`config.mk`:
```
export PLATFORM = sky130hd
export DESIGN_NAME = memory_admission_table
export DESIGN_NICKNAME = d
export VERILOG_FILES = /design/src/rtl/core/mat_pkg.sv /design/src/rtl/core/memory_admission_table.sv /design/src/rtl/core/mat_alu.sv /design/src/rtl/core/mat_table.sv /design/src/rtl/core/mat_ctrl.sv
export SDC_FILE = /design/constraint.sdc
export NUM_CORES = 1
export LEC_CHECK = 0
export ABC_AREA = 1
export CAP_MARGIN = 20
export CORE_ASPECT_RATIO = 0.5
export CORE_MARGIN = 4
export CORE_UTILIZATION = 50
export DETAILED_ROUTE_END_ITERATION = 16
export DONT_BUFFER_PORTS = 1
export PLACE_DENSITY_LB_ADDON = 0.05
export SYNTH_ARGS = -nofsm -noshare
export SYNTH_HDL_FRONTEND = slang
export SYNTH_SLANG_ARGS = --single-unit
export TNS_END_PERCENT = 50
```
`constraint.sdc`:
```
create_clock -name clock -period 4.1 [get_ports clock]
set_input_delay 0.615 -clock clock [delete_from_list [all_inputs] [get_ports clock]]
set_output_delay 0.615 -clock clock [all_outputs]
set_load 0.05 [all_outputs]
```
`src/rtl/core/mat_pkg.sv`:
```
// package for the memory admission table
// request, response, table control and alu mode types, status codes and controller states
// no dependencies
`default_nettype none

package mat_pkg;

   localparam int unsigned MAX_ACTIVE_DEF = 5;
   localparam logic [7:0]  RESET_TOTAL    = 8'd100;
   localparam int unsigned ACT_W          = 3;

   typedef enum logic {
      OP_ACQUIRE = 1'b0,
      OP_RELEASE = 1'b1
   } opcode_type;

   typedef enum logic [2:0] {
      ST_GRANTED    = 3'd0,
      ST_NO_MEMORY  = 3'd1,
      ST_TABLE_FULL = 3'd2,
      ST_RELEASED   = 3'd3,
      ST_NOT_FOUND  = 3'd4
   } status_type;

   typedef struct packed {
      opcode_type opcode;
      logic [7:0] proc_id;
      logic [7:0] need;
   } req_type;

   typedef struct packed {
      status_type       status;
      logic [7:0]       free_after;
      logic [ACT_W-1:0] active_count;
   } rsp_type;

   typedef struct packed {
      logic append;
      logic compact;
   } tbl_op_type;

   typedef enum logic {
      ALU_ADD = 1'b0,
      ALU_SUB = 1'b1
   } alu_mode_type;

   typedef enum logic [2:0] {
      S_IDLE,
      S_ACQ,
      S_SEARCH,
      S_FREE,
      S_DONE
   } state_type;

endpackage

`default_nettype wire

```
`src/rtl/core/memory_admission_table.sv`:
```
// memory admission table: acquire and release of a shared pool with a compacted grant table
// steps: an acquire goes through S_ACQ to S_DONE; a release searches the occupied entries
// from entry 0, one entry compared per cycle by the shared alu, then a match goes through
// S_FREE to S_DONE and a miss goes straight to S_DONE; one request at a time, busy drops
// the cycle after the rsp_valid strobe; reset: synchronous, pool reloads to 100 and the
// entry count clears, no clearing pass; rsp_valid is a one-cycle strobe, the receiver cannot
// stall; depends on mat_pkg, mat_alu, mat_table and mat_ctrl
`default_nettype none

module memory_admission_table
   import mat_pkg::*;
#(
   parameter int unsigned MAX_ACTIVE = MAX_ACTIVE_DEF
)(
   input  wire             clock,
   input  wire             reset,
   // request channel
   input  wire             start,
   output logic            busy,
   input  wire req_type    req,
   // response channel
   output logic            rsp_valid,
   output rsp_type         rsp,
   // pool size register, a write while idle reloads the pool and empties the table
   input  wire             csr_we,
   input  wire logic [7:0] csr_wdata
);

   localparam int unsigned IDX_W = (MAX_ACTIVE > 1) ? $clog2(MAX_ACTIVE) : 1;

   // shared alu hookup
   alu_mode_type     alu_mode;
   logic [7:0]       alu_a;
   logic [7:0]       alu_b;
   logic [8:0]       alu_res;

   // grant table hookup
   tbl_op_type       tbl_op;
   logic [IDX_W-1:0] tbl_wr_idx;
   logic [7:0]       tbl_wr_id;
   logic [7:0]       tbl_wr_size;
   logic [IDX_W-1:0] tbl_rd_idx;
   logic [7:0]       tbl_rd_id;
   logic [7:0]       tbl_rd_size;

   // sequencer: pool amount, entry count, search index and response status
   mat_ctrl #(
      .MAX_ACTIVE (MAX_ACTIVE)
   ) u_ctrl (
      .clock       (clock),
      .reset       (reset),
      .start       (start),
      .busy        (busy),
      .req         (req),
      .rsp_valid   (rsp_valid),
      .rsp         (rsp),
      .csr_we      (csr_we),
      .csr_wdata   (csr_wdata),
      .alu_mode    (alu_mode),
      .alu_a       (alu_a),
      .alu_b       (alu_b),
      .alu_res     (alu_res),
      .tbl_op      (tbl_op),
      .tbl_wr_idx  (tbl_wr_idx),
      .tbl_wr_id   (tbl_wr_id),
      .tbl_wr_size (tbl_wr_size),
      .tbl_rd_idx  (tbl_rd_idx),
      .tbl_rd_id   (tbl_rd_id),
      .tbl_rd_size (tbl_rd_size)
   );

   // one adder/subtractor: pool check, id compare and pool return share it
   mat_alu u_alu (
      .mode   (alu_mode),
      .op_a   (alu_a),
      .op_b   (alu_b),
      .result (alu_res)
   );

   // grant table, new grants go on the end from the held request, a release closes the gap
   // by shifting the entries above it down
   mat_table #(
      .MAX_ACTIVE (MAX_ACTIVE)
   ) u_table (
      .clock    (clock),
      .op       (tbl_op),
      .wr_idx   (tbl_wr_idx),
      .wr_id    (tbl_wr_id),
      .wr_size  (tbl_wr_size),
      .hole_idx (tbl_rd_idx),
      .rd_idx   (tbl_rd_idx),
      .rd_id    (tbl_rd_id),
      .rd_size  (tbl_rd_size)
   );

endmodule

`default_nettype wire

```
`src/rtl/core/mat_alu.sv`:
```
// shared 8-bit add / subtract unit of the memory admission table
// 9-bit result carries the carry or borrow; uses mat_pkg
`default_nettype none

module mat_alu
   import mat_pkg::*;
(
   input  wire alu_mode_type mode,
   input  wire logic [7:0]   op_a,
   input  wire logic [7:0]   op_b,
   output logic      [8:0]   result
);

   always_comb begin
      case (mode)
         ALU_SUB: result = {1'b0, op_a} - {1'b0, op_b};
         default: result = {1'b0, op_a} + {1'b0, op_b};
      endcase
   end

endmodule

`default_nettype wire

```
`src/rtl/core/mat_table.sv`:
```
// grant table of the memory admission table: compacted list of (id, size)
// append at the fill point, single read port, shift-down compaction; uses mat_pkg
`default_nettype none

module mat_table
   import mat_pkg::*;
#(
   parameter  int unsigned MAX_ACTIVE = MAX_ACTIVE_DEF,
   localparam int unsigned IDX_W      = (MAX_ACTIVE > 1) ? $clog2(MAX_ACTIVE) : 1
)(
   input  wire                   clock,
   input  wire tbl_op_type       op,
   input  wire logic [IDX_W-1:0] wr_idx,
   input  wire logic [7:0]       wr_id,
   input  wire logic [7:0]       wr_size,
   input  wire logic [IDX_W-1:0] hole_idx,
   input  wire logic [IDX_W-1:0] rd_idx,
   output logic      [7:0]       rd_id,
   output logic      [7:0]       rd_size
);

   logic [7:0] ids_ff   [MAX_ACTIVE];
   logic [7:0] ids_in   [MAX_ACTIVE];
   logic [7:0] sizes_ff [MAX_ACTIVE];
   logic [7:0] sizes_in [MAX_ACTIVE];

   for (genvar k = 0; k < MAX_ACTIVE; k++) begin : g_entry
      logic [7:0] up_id;
      logic [7:0] up_size;
      logic       shift;
      logic       load;

      // neighbour above, or empty past the top
      if (k < MAX_ACTIVE - 1) begin : g_mid
         assign up_id   = ids_ff[k+1];
         assign up_size = sizes_ff[k+1];
      end else begin : g_top
         assign up_id   = '0;
         assign up_size = '0;
      end

      assign shift = op.compact && (IDX_W'(k) >= hole_idx);
      assign load  = op.append && (IDX_W'(k) == wr_idx);

      assign ids_in[k]   = shift ? up_id   : (load ? wr_id   : ids_ff[k]);
      assign sizes_in[k] = shift ? up_size : (load ? wr_size : sizes_ff[k]);
   end

   always_ff @(posedge clock) begin
      ids_ff   <= ids_in;
      sizes_ff <= sizes_in;
   end

   assign rd_id   = ids_ff[rd_idx];
   assign rd_size = sizes_ff[rd_idx];

endmodule

`default_nettype wire

```
`src/rtl/core/mat_ctrl.sv`:
```
// sequencer of the memory admission table: free pool, entry count, search and response
// drives the shared alu and the grant table; uses mat_pkg
`default_nettype none

module mat_ctrl
   import mat_pkg::*;
#(
   parameter  int unsigned MAX_ACTIVE = MAX_ACTIVE_DEF,
   localparam int unsigned IDX_W      = (MAX_ACTIVE > 1) ? $clog2(MAX_ACTIVE) : 1
)(
   input  wire                   clock,
   input  wire                   reset,
   input  wire                   start,
   output logic                  busy,
   input  wire req_type          req,
   output logic                  rsp_valid,
   output rsp_type               rsp,
   input  wire                   csr_we,
   input  wire logic [7:0]       csr_wdata,
   output alu_mode_type          alu_mode,
   output logic      [7:0]       alu_a,
   output logic      [7:0]       alu_b,
   input  wire logic [8:0]       alu_res,
   output tbl_op_type            tbl_op,
   output logic      [IDX_W-1:0] tbl_wr_idx,
   output logic      [7:0]       tbl_wr_id,
   output logic      [7:0]       tbl_wr_size,
   output logic      [IDX_W-1:0] tbl_rd_idx,
   input  wire logic [7:0]       tbl_rd_id,
   input  wire logic [7:0]       tbl_rd_size
);

   localparam int unsigned CNT_W = $clog2(MAX_ACTIVE + 1);
   localparam logic [CNT_W-1:0] CNT_MAX = CNT_W'(MAX_ACTIVE);

   state_type        state_ff, state_in;
   req_type          req_ff, req_in;
   logic [7:0]       free_ff, free_in;
   logic [CNT_W-1:0] count_ff, count_in;
   logic [CNT_W-1:0] idx_ff, idx_in;
   status_type       status_ff, status_in;

   logic accept;
   logic search_end;
   logic id_match;

   assign accept     = start && (state_ff == S_IDLE);
   assign search_end = (idx_ff >= count_ff);
   assign id_match   = (alu_res == 9'd0);

   // next state
   always_comb begin
      state_in = state_ff;
      unique case (state_ff)
         S_IDLE: begin
            if (accept) begin
               state_in = (req.opcode == OP_ACQUIRE) ? S_ACQ : S_SEARCH;
            end
         end
         S_ACQ:    state_in = S_DONE;
         S_SEARCH: begin
            if (search_end) begin
               state_in = S_DONE;
            end else if (id_match) begin
               state_in = S_FREE;
            end
         end
         S_FREE:   state_in = S_DONE;
         S_DONE:   state_in = S_IDLE;
         default:  state_in = S_IDLE;
      endcase
   end

   // datapath control and outputs
   always_comb begin
      req_in     = req_ff;
      free_in    = free_ff;
      count_in   = count_ff;
      idx_in     = idx_ff;
      status_in  = status_ff;
      alu_mode   = ALU_SUB;
      alu_a      = free_ff;
      alu_b      = req_ff.need;
      tbl_op     = '0;
      busy       = 1'b1;
      rsp_valid  = 1'b0;
      unique case (state_ff)
         S_IDLE: begin
            busy = 1'b0;
            // a pool write lands ahead of a request taken at the same edge
            if (csr_we) begin
               free_in  = csr_wdata;
               count_in = '0;
            end
            if (accept) begin
               req_in = req;
               idx_in = '0;
            end
         end
         S_ACQ: begin
            // free - need, borrow means not enough pool
            if (alu_res[8]) begin
               status_in = ST_NO_MEMORY;
            end else if (count_ff >= CNT_MAX) begin
               status_in = ST_TABLE_FULL;
            end else begin
               status_in     = ST_GRANTED;
               free_in       = alu_res[7:0];
               count_in      = count_ff + 1'b1;
               tbl_op.append = 1'b1;
            end
         end
         S_SEARCH: begin
            alu_a = req_ff.proc_id;
            alu_b = tbl_rd_id;
            if (search_end) begin
               status_in = ST_NOT_FOUND;
            end else if (!id_match) begin
               idx_in = idx_ff + 1'b1;
            end
         end
         S_FREE: begin
            alu_mode       = ALU_ADD;
            alu_b          = tbl_rd_size;
            free_in        = alu_res[8] ? 8'hFF : alu_res[7:0];
            count_in       = count_ff - 1'b1;
            status_in      = ST_RELEASED;
            tbl_op.compact = 1'b1;
         end
         S_DONE: begin
            rsp_valid = 1'b1;
         end
         default: begin
            busy = 1'b1;
         end
      endcase
   end

   assign tbl_wr_idx  = count_ff[IDX_W-1:0];
   assign tbl_wr_id   = req_ff.proc_id;
   assign tbl_wr_size = req_ff.need;
   assign tbl_rd_idx  = idx_ff[IDX_W-1:0];

   assign rsp.status       = status_ff;
   assign rsp.free_after   = free_ff;
   assign rsp.active_count = ACT_W'(count_ff);

   always_ff @(posedge clock) begin
      if (reset) begin
         state_ff <= S_IDLE;
         free_ff  <= RESET_TOTAL;
         count_ff <= '0;
      end else begin
         state_ff <= state_in;
         free_ff  <= free_in;
         count_ff <= count_in;
      end
   end

   always_ff @(posedge clock) begin
      req_ff    <= req_in;
      idx_ff    <= idx_in;
      status_ff <= status_in;
   end

   a_count_bound: assert property (@(posedge clock) disable iff (reset)
      count_ff <= CNT_MAX)
      else $error("entry count above table depth");

   a_rsp_pulse: assert property (@(posedge clock) disable iff (reset)
      rsp_valid |=> !rsp_valid)
      else $error("response strobe longer than one cycle");

   a_accept_busy: assert property (@(posedge clock) disable iff (reset)
      accept |=> busy)
      else $error("not busy after accepting a request");

   a_free_done: assert property (@(posedge clock) disable iff (reset)
      (state_ff == S_FREE) |=> (rsp_valid && (status_ff == ST_RELEASED)))
      else $error("release did not report");

   a_search_idx: assert property (@(posedge clock) disable iff (reset)
      (state_ff == S_SEARCH) |-> (idx_ff <= count_ff))
      else $error("search ran past occupied entries");

endmodule

`default_nettype wire
```
==> Word-level counts from Yosys, hierarchy flattened <==
Index checks and enable logic that the tools add are counted.
{ "word_totals": {"regBits": 116, "latchBits": 0, "ramBits": 0, "rom_bits": 0, "input_bits": 29, "output_inout_bits": 16, "elab_cells": 127, "memories": 0} }
{ "op_classes": {"addsub": 5, "mul": 0, "n_div": 0, "n_lt_le_gt_ge": 8, "n_eq_ne": 16, "shift": 0, "mux": 53, "n_bitwise": 1, "reduce_logical": 27} }
{ "ops": {"columns": ["cell", "n"], "rows": [
  ["2-to-1 mux 8 bit", 25],
  ["binary-select mux 8 bit (select 3 bit)", 2],
  ["2-to-1 mux 3 bit", 10],
  ["case mux 3 bit (3 select lines)", 3],
  ["case mux 8 bit (3 select lines)", 1],
  ["case mux 8 bit (2 select lines)", 1],
  ["logical AND 1 bit", 11],
  ["!= test 2 bit (second input constant)", 5],
  ["nonzero test 2 bit", 5],
  ["adder 8 x 8 -> 9 bit", 1],
  ["logical NOT 9 bit", 1],
  ["2-to-1 mux 9 bit", 1],
  ["subtractor 8 x 8 -> 9 bit", 1],
  ["AND reduction 4 bit", 2],
  ["adder 3 x 1 -> 3 bit (second input constant)", 2],
  ["== test 2 x 3 -> 1 bit (first input constant)", 2],
  ["== test 3 x 2 -> 1 bit (second input constant)", 2],
  [">= comparator 1 x 3 -> 1 bit (first input constant)", 2],
  [">= comparator 2 x 3 -> 1 bit (first input constant)", 2],
  ["logical NOT 3 bit", 2],
  ["2-to-1 mux 1 bit", 6],
  ["2-to-1 mux 2 bit", 3],
  ["case mux 3 bit (2 select lines)", 1],
  ["AND reduction 2 bit", 3],
  ["other kinds (14)", 16]
]} }

==> Logic depth before layout (Yosys ltp) <==
Gate-level depths: netlist of run 1.
{ "logic_depth": {"depth_word": 12, "depth_mapped": 27, "mapped_depth_nobuf": 26} }

==> By module <==
A second synthesis of run 1 with hierarchy kept.
{ "unflattened": {"cells_unflattened": 897, "hier_area_um2": 6856.6} }
{ "by_module_without_submodules": {"columns": ["mod", "n_inst", "cells_each", "area_each_um2", "seq_area_each_um2"], "rows": [
  ["mat_table", 1, 521, 4211.5, 2242.2],
  ["mat_ctrl", 1, 255, 2008.2, 940.9],
  ["mat_alu", 1, 121, 636.9, 0.0]
]} }

==> Least setup slack after synthesis of run 1 <==
Ideal clock, no wire load.
{ "synth_timing": {"path_kind": "flip-flop to flip-flop", "start": "reg u_ctrl.idx_ff[0], in the netlist u_ctrl.tbl_rd_idx[0]", "end": "reg u_table.ids_ff, in the netlist u_table.g_entry[2].up_id[0], enable pin", "setup_ps": 411, "t_arrival_ps": 4080, "setup_slack_ps": -391, "stages_incl_launch_ff": 26, "path_cell_list": "edfxtp_1 > buf_2 > buf_4 > buf_4 > o21ai_0 > o22ai_1 > nand2_1 > o211ai_1 > or2_2 > inv_1 > ha_1 > nand2_1 > nor2_2 > a21oi_1 > xor2_1 > ha_1 > nand2_1 > o21ai_0 > a31oi_1 > inv_1 > nand2_1 > nand3_1 > nor2_1 > buf_2 > nand2_1 > o21ai_0"} }
{ "synth_via": {"elab_chain_len": 11} }
{ "synth_lines": {"columns": ["element", "line", "source"], "rows": [
  ["start, declared", "mat_ctrl.sv:40", "logic [CNT_W-1:0] idx_ff, idx_in;"],
  ["start signal, assigned", "mat_ctrl.sv:162", "idx_ff <= idx_in;"],
  ["NOT 3 -> 4 bit (implied by the code)", "mat_table.sv:54, mat_table.sv:55", null],
  ["binary-select mux 8 bit (select 3 bit) (on tied branches)", "mat_table.sv:55, mat_table.sv:54", null],
  ["2-to-1 mux 8 bit (on tied branches) (2 in series)", "mat_table.sv:55, mat_table.sv:54", null],
  ["case mux 8 bit (2 select lines)", "mat_ctrl.sv:87", "unique case (state_ff)"],
  ["subtractor 8 x 8 -> 9 bit or adder 8 x 8 -> 9 bit (tied branches)", "mat_alu.sv:16, mat_alu.sv:17", null],
  ["2-to-1 mux 9 bit", "mat_alu.sv:15", "case (mode)"],
  ["2-to-1 mux 1 bit", "mat_ctrl.sv:102", "if (alu_res[8]) begin"],
  ["2-to-1 mux 1 bit", "mat_ctrl.sv:87", null],
  ["logical AND 1 bit", "mat_table.sv:43", "assign load = op.append && (IDX_W'(k) == wr_idx);"],
  ["nonzero test 2 bit (no line) *", null, null],
  ["end signal, assigned", "mat_table.sv:50", "ids_ff <= ids_in;"],
  ["end, declared", "mat_table.sv:22", "logic [7:0] ids_ff [MAX_ACTIVE];"]
]} }
Mark *: on every way between the ends. The rest lies on a longest branch, timed or not. The select of a mux whose other input is x is not followed.
A chain may end at the register's enable or synchronous reset.

==> Worst setup path after layout of run 1 <==
{ "layout_timing": {"start": "reg u_ctrl.idx_ff[0], in the netlist u_ctrl.tbl_rd_idx[0]", "end": "reg u_table.sizes_ff[39] (netlist bit), enable pin"} }
{ "layout_via": {"elab_chain_len": 11} }
{ "layout_lines": {"columns": ["element", "line", "source"], "rows": [
  ["NOT 3 -> 4 bit (implied by the code)", "mat_table.sv:54, mat_table.sv:55", null],
  ["binary-select mux 8 bit (select 3 bit) (on tied branches)", "mat_table.sv:55, mat_table.sv:54", null],
  ["2-to-1 mux 8 bit (on tied branches) (2 in series)", "mat_table.sv:55, mat_table.sv:54", null],
  ["case mux 8 bit (2 select lines)", "mat_ctrl.sv:87", null],
  ["subtractor 8 x 8 -> 9 bit or adder 8 x 8 -> 9 bit (tied branches)", "mat_alu.sv:16, mat_alu.sv:17", null],
  ["2-to-1 mux 9 bit", "mat_alu.sv:15", null],
  ["2-to-1 mux 1 bit", "mat_ctrl.sv:102", null],
  ["2-to-1 mux 1 bit", "mat_ctrl.sv:87", null],
  ["logical AND 1 bit", "mat_table.sv:43", null],
  ["nonzero test 2 bit (no line) *", null, null],
  ["end signal, assigned", "mat_table.sv:51", "sizes_ff <= sizes_in;"],
  ["end, declared", "mat_table.sv:24", "logic [7:0] sizes_ff [MAX_ACTIVE];"]
]} }
Marks and branches as above.

==> results of run 1 <==
[layer usage]
layer | share of wire (%) | wire, um | track usage (%) | vias to the layer above
li1 | - | - | - | 2915
met3 | 11 | 2310 | 6.05 | 22
met5 | 0 | 0 | 0 | -
met2 | 41 | 8570 | 36.4 | 303
met4 | 1.1 | 223 | 5.87 | 0
met1 | 46 | 9550 | 40.1 | 2837
[logic make-up (layout without fill, tap and decap cells)]
logic type	Yosys count	count (layout)	share of synthesized area [%]
AO/OA/AOI/OAI	131	132	10.3
XOR/XNOR	13	13	1.70
buffers and inverters	158	232	9.64
AND/OR/NAND/NOR	416	417	26.5
adder cells (fa/ha/maj)	22	22	4.23
flip-flops	116	116	47.6
[worst max path at each step]
stage	endpoint	slack (ns)
floorplan	u_table.ids_ff[32]	-0.02
global placement	u_table.g_entry[2].up_id[7]	-0.02
detailed placement	u_table.g_entry[0].up_id[5]	-0.11
CTS	u_table.g_entry[0].up_id[1]	0.007
global route	u_table.sizes_ff[35]	-0.12
finish	u_table.sizes_ff[39]	0.06
[Yosys cell counts (2+ instances only)]
library cell,number
nand2_1,229
inv_1,115
edfxtp_1,86
nor2_1,84
o21ai_0,81
nand3_1,74
a21oi_1,33
dfxtp_1,30
ha_1,21
clkbuf_1,17
buf_2,11
nand4_1,8
xor2_1,7
buf_4,6
xnor2_1,6
nand2_2,4
o22ai_1,4
inv_2,3
nand3_2,3
nor3_1,3
o22a_1,3
or2_2,3
a21o_1,2
buf_1,2
buf_6,2
clkinv_1,2
nor2_2,2
o211ai_1,2
o21ai_1,2
[cell type report]
| cell class | count | area, um2 |
|---|---|---|
| clock buffer | 22 | 464 |
| fill | 1114 | 4650 |
| tap | 170 | 213 |
| multi-input combinational | 584 | 3040 |
| inverter | 120 | 450 |
| timing repair buffer | 80 | 724 |
| clock inverter | 10 | 155 |
| sequential | 116 | 3180 |
[state kept, by name, summed over array words and instances, names as in the netlist]
name	count
u_ctrl.tbl_rd_idx	3
u_table.g_entry.up_id	32
u_table.ids_ff	8
u_ctrl.tbl_wr_idx	3
u_table.g_entry.up_size	32
u_ctrl.tbl_wr_id	8
u_ctrl.free_ff	8
u_ctrl.status_ff	3
u_table.sizes_ff	8
u_ctrl.state_ff	3
u_ctrl.tbl_wr_size	8
[what timing repair did]
action	CTS	global route
setup endpoints to repair	64	96
resized for setup	2	43
pin swaps	0	18
setup buffers	0	9
gates cloned	0	5
[report_power, final]
group,total (uW),switching (uW),internal (uW)
clock,1580,538,1040
sequential,1960,378,1580
combinational,3460,1950,1510
total,7010,2870,4140
[stage by stage]
step / area [um2] / instances / total power [uW]
6_report: 8230 / 1102 / 7010
5_1_grt: 8230 / 1102 / 7420
4_1_cts: 7920 / 1087 / 6680
3_5_place_dp: 7290 / 1055 / 5070
3_3_place_gp: 7290 / 1055 / 5060
2_1_floorplan: 6710 / 856 / 3820
[critical path: stages (launching register included)]
cell and delay (ns):
edfxtp_1 0.47, buf_6 0.19, buf_6 0.13, a21oi_4 0.14, o21ai_2 0.09, nand2_1 0.10
o21ai_2 0.08, nor3_2 0.26, nand2_1 0.11, nor2_2 0.14, nand3_2 0.11, o21ai_2 0.16
xnor2_1 0.13, ha_1 0.29, a21oi_1 0.14, o21ai_1 0.09, a31oi_1 0.19, inv_1 0.12
nand2_1 0.07, nand3_1 0.06, nor2_1 0.10, buf_4 0.18, nand3_2 0.09, nand2_4 0.13
clkbuf_16 0.17
==> run_results.csv, run 1 <==
group,metric,value,unit
cells_and_area,drive_gt1_share,17.0,%
synthesis,synth_ff_type,"edfxtp_1",
synthesis,synth.area.top_cells,"edfxtp_1 39%, nand2_1 13%, dfxtp_1 9.0%",
detailed_routing,drc_errors,0,
timing,max_freq,0.247,GHz
synthesis,syn_area,0.00669,mm2
place,dp_hpwl,14.2,mm
detailed_routing,wl_per_cell,18.7,um
floorplanning,die_w,172,um
synthesis,synth_edf_count,86,
floorplanning,die_h,89.8,um
timing,fin_crit_sh,98.7,%
clock_tree,path_clk_slew,0.06,ns
setup_path,crit_required,4.23,ns
timing,fin_skew,0.0106,ns
setup_path,arrival,4.17,ns
clock_tree,cts_sinks,116,
clock_tree,cts_buffer_depth,2,
cells_and_area,finalCoreUtilization,63.9,%
detailed_routing,drt_iter0_drc,681,
synthesis,synth_fp_nets,907,
global_route,grt-ovfl-total,0,
timing,slew_violations,0,
setup_path,rrSetupSlack,0.06,ns
setup_path,path_max_fanout,8,
timing,worst_pin_slew,0.974,ns
synthesis,synth_cell_type_count,40,
timing,fin_crit,4.04,ns
timing,max_slew_margin,34.8,%
clock_tree,cts_made_buffers,17,
run,maxCapViolCount,0,
setup_path,crit_type,"register to register",
cells_and_area,final_common_cell,"nand2_1",
setup_path,crit_path_start,"u_ctrl.tbl_rd_idx[0]",
place,io_buffers,0,
clock_tree,root_buffer,"clkbuf_16",
timing,fin_tns_setup,0,ns
global_route,grt.total_usage,25.9,%
synthesis,synth_cells,856,
cells_and_area,nets,970,
hold_path,hp-class,"input pin to register",
floorplanning,pin_count,45,
place,place.gp.congestion,0.973,
detailed_routing,first_pass_iters,5,
clock_tree,cts_tree,"yes",
timing,setup_violations,0,
timing,hold-worst-slack,0.252,ns
synthesis,avgSynthCellArea,7.81,um2
global_route,antenna_found_initial,0,
clock_tree,insertion_delay,0.41,ns
global_route,first_global_vias,5445,
timing,hold_viol,0,
power_and_ir_drop,power_density,851,mW/mm2
power_and_ir_drop,p_leak,0.00384,uW
setup_path,r2r-end,"u_table.sizes_ff[39]",
setup_path,timing.rr.start,"u_ctrl.tbl_rd_idx[0]",
timing,rsz0062_at_grt,"true",
synthesis,synthArstFlopShare,0,%
global_route,grt_start_max_net_pins,35,
detailed_routing,ant_nets,0,
hold_path,hold_start,"reset",
timing,setup_ws,0.0551,ns
synthesis,yosys_warnings,0,
hold_path,min_to,"u_ctrl.state_ff[2]",
detailed_routing,totalWireLength,20.7,mm
setup_path,critPathLaunchType,"register",
cells_and_area,antenna_cells,0,
setup_path,end_kind,"register",
synthesis,synth_seq_area_share,47.6,%
synthesis,ys_ff_latch,116,
floorplanning,rows,29,
place,place_ws,-0.106,ns
floorplanning,core,0.0129,mm2
floorplanning,start_util,51.9,%
synthesis,yosys.area.top_type,"edfxtp_1",
cells_and_area,areaGrowthSynthToFinish,23.1,%
synthesis,yosys.area.top_type_share,38.6,%
power_and_ir_drop,peakVddDrop,0.000612,V
hold_path,hold_depth,1,
clock_tree,hold_buffers,0,
setup_path,r2r_cells,24,
detailed_routing,vias,6077,
detailed_routing,viasPerCell,5.51,
cells_and_area,final_cell_mix,"223 x nand2_1, 115 x inv_1, 86 x edfxtp_1",
global_route,grt_first_pass_wirelength,30.7,mm
outcome,status,"completed",
floorplanning,dieArea,0.0154,mm2
clock_tree,cts-htree-levels,4,
No activity file was read; power rests on OpenSTA's default activity.
==> run 2, diff against run 1 <==
--- a/config.mk
+++ b/config.mk
@@ -7,4 +7,5 @@
 export LEC_CHECK = 0
 export ABC_AREA = 1
+export BUFFER_PORTS_ARGS = -buffer_cell sky130_fd_sc_hd__buf_2
 export CAP_MARGIN = 20
 export CORE_ASPECT_RATIO = 0.5
@@ -12,5 +13,4 @@
 export CORE_UTILIZATION = 50
 export DETAILED_ROUTE_END_ITERATION = 16
-export DONT_BUFFER_PORTS = 1
 export PLACE_DENSITY_LB_ADDON = 0.05
 export SYNTH_ARGS = -nofsm -noshare
==> constraint.sdc (replaced) <==
create_clock -name clock -period 4.1 [get_ports clock]
set_input_delay 0.41 -clock clock [delete_from_list [all_inputs] [get_ports clock]]
set_output_delay 0.41 -clock clock [all_outputs]
set_load 0.05 [all_outputs]
==> run 2 against run 1 <==
  * Sequential power decreased by 9%
  * Clock-buffer cell count decreased by 3
  * Design area increased by 2.9%
  * Clock power decreased by 3%
  * Sequential share of layout area decreased by 1.1 points
  * Worst setup slack improved by 0.085 ns
  * Die area unchanged
  * Combinational power increased by 9.5%
  * Non-clock buffer count increased by 30
  * Routed wire length decreased by 2.2%
  * Via count increased by 1.1%
  * Critical path type unchanged
==> run_results.csv, run 2 (same netlist as run 1, synthesis figures left out) <==
group,metric,value,unit
cells_and_area,finalCoreUtilization,65.8,%
timing,hold_viol,0,
setup_path,rrSetupSlack,0.14,ns
place,dpl_cell_area,0.00740,mm2
setup_path,r2r_cells,23,
timing,fin_crit_sh,96.6,%
outcome,status,"completed",
floorplanning,rows,29,
detailed_routing,first_pass_iters,6,
cells_and_area,drive_gt1_share,21.5,%
setup_path,critPathLaunchType,"register",
clock_tree,cts-htree-levels,4,
clock_tree,path_clk_slew,0.06,ns
setup_path,arrival,4.08,ns
setup_path,cpPeakStageDelay,0.54,ns
setup_path,crit_path_start,"u_ctrl.tbl_rd_idx[0]",
global_route,grt_first_pass_wirelength,30.6,mm
clock_tree,cts_tree,"yes",
timing,max_freq,0.253,GHz
setup_path,cpMaxStageDelayCell,"edfxtp_1",
timing,fin_crit,3.96,ns
detailed_routing,totalWireLength,20.2,mm
timing,worst_pin_slew,0.798,ns
setup_path,crit_required,4.22,ns
cells_and_area,final_cell_area,0.00847,mm2
clock_tree,root_buffer,"clkbuf_16",
setup_path,path_max_fanout,17,
global_route,grt-ovfl-total,0,
global_route,antenna_found_initial,0,
clock_tree,cts_sinks,116,
place,place.gp.congestion,0.930,
timing,max_slew_margin,46.4,%
hold_path,hold_start,"req[8]",
floorplanning,die_h,89.8,um
clock_tree,cts_made_buffers,17,
timing,fin_skew,0.0106,ns
detailed_routing,drt_iter0_drc,661,
clock_tree,cts_buffer_depth,2,
timing,setup_violations,0,
global_route,grt.total_usage,25.8,%
floorplanning,start_util,51.9,%
setup_path,cp_common_cell,"nand3_1",
global_route,first_global_vias,5609,
power_and_ir_drop,p_leak,0.00400,uW
cells_and_area,fillers,1069,
floorplanning,dieArea,0.0154,mm2
clock_tree,insertion_delay,0.42,ns
hold_path,hold_depth,1,
detailed_routing,vias,6142,
setup_path,timing.rr.start,"u_ctrl.tbl_rd_idx[0]",
timing,slew_violations,0,
detailed_routing,wl_per_cell,17.9,um
detailed_routing,drc_errors,0,
floorplanning,pin_count,45,
cells_and_area,final_cell_mix,"219 x nand2_1, 113 x inv_1, 86 x edfxtp_1",
floorplanning,die_w,172,um
power_and_ir_drop,peakVddDrop,0.000514,V
cells_and_area,areaGrowthSynthToFinish,26.7,%
setup_path,crit_chain,"buf_12 -> buf_4 -> or2_2 -> nand3_1 -> nand2_1 -> nand2_1 -> nand2_2 -> nor2_4 -> nand3_1 -> o21ai_2 -> xnor2_2 -> ha_4 -> a21oi_2 -> o21ai_2 -> a31oi_4 -> inv_2 -> nand2_1 -> nand3_1 -> nor2_1 -> buf_4 -> nand3_1 -> nand2_2 -> buf_12",
place,dp_hpwl,13.8,mm
hold_path,hp-class,"input pin to register",
floorplanning,core,0.0129,mm2
setup_path,crit_type,"register to register",
cells_and_area,antenna_cells,0,
detailed_routing,viasPerCell,5.43,
place,io_buffers,44,
run,maxCapViolCount,0,
setup_path,end_kind,"register",
power_and_ir_drop,power_density,840,mW/mm2
global_route,grt_start_max_net_pins,34,
detailed_routing,ant_nets,0,
cells_and_area,nets,1000,
cells_and_area,final_common_cell,"nand2_1",
==> run 2: cell type report <==
class / count / area, um2 / area share, %
flip-flops and latches: 116 / 3180 / 37.6
repair buffers: 110 / 858 / 10.1
well taps: 170 / 213 / 2.51
clock buffers: 19 / 433 / 5.11
multi-input cells: 584 / 3170 / 37.4
inverters: 120 / 453 / 5.35
clock inverters: 12 / 161 / 1.90
==> run 2: worst paths after layout <==
kind / end
worst max register to register: u_table.g_entry[0].up_id[3]
worst min-delay path: u_ctrl.tbl_wr_id[0]
worst min register to register: u_ctrl.free_ff[5]
worst max-delay path: u_table.g_entry[0].up_id[3]
==> run 2: metrics by stage <==
step                      std cells  hold WS, ns  power (uW)  TNS (ns)  setup slack [ns]
after floorplan                 856        0.499        3820    -0.768           -0.0240
final                          1131        0.165        7120         0             0.140
after global placement         1080        0.487        4880     -1.44           -0.0364
after detailed placement       1081        0.488        4890     -2.72           -0.0543
after global routing           1131        0.156        7590     -2.69           -0.0826
after CTS                      1112        0.160        6460         0           0.00654
==> run 2: report_power, final <==
part / internal (uW) / switching, uW / total (uW)
Combinational: 1570 / 2210 / 3790
Clock: 1000 / 537 / 1540
Sequential: 1580 / 210 / 1790
Total: 4160 / 2960 / 7120
==> run 2: routing by layer <==
layer  vias to the layer above  track usage (%)  part of all wire, %  wire length (um)
met3                        25             4.91                  9.7              1960
met1                      2829             41.5                   48              9660
li1                       2977                -                    -                 -
met4                         0             7.58                  1.7               342
met5                         -                0                    0                 0
met2                       311             34.7                   41              8220
==> run 2: critical path, delay by kind of cell (launching register included) <==
family | cells | cell delay, ns
XOR/XNOR | 1 | 0.16
adder cells (fa/ha/maj) | 1 | 0.25
AO/OA/AOI/OAI | 4 | 0.59
AND/OR/NAND/NOR | 12 | 1.33
flip-flops | 1 | 0.54
buffers and inverters | 5 | 0.78
==> run 2: repair_timing <==
action / in CTS / in global routing
setup buffers: 0 / 13
hold buffers: 0 / 0
resized for setup: 4 / 68
cloned: 0 / 5
pin swaps: 0 / 17
endpoints found under the setup margin: 67 / 98
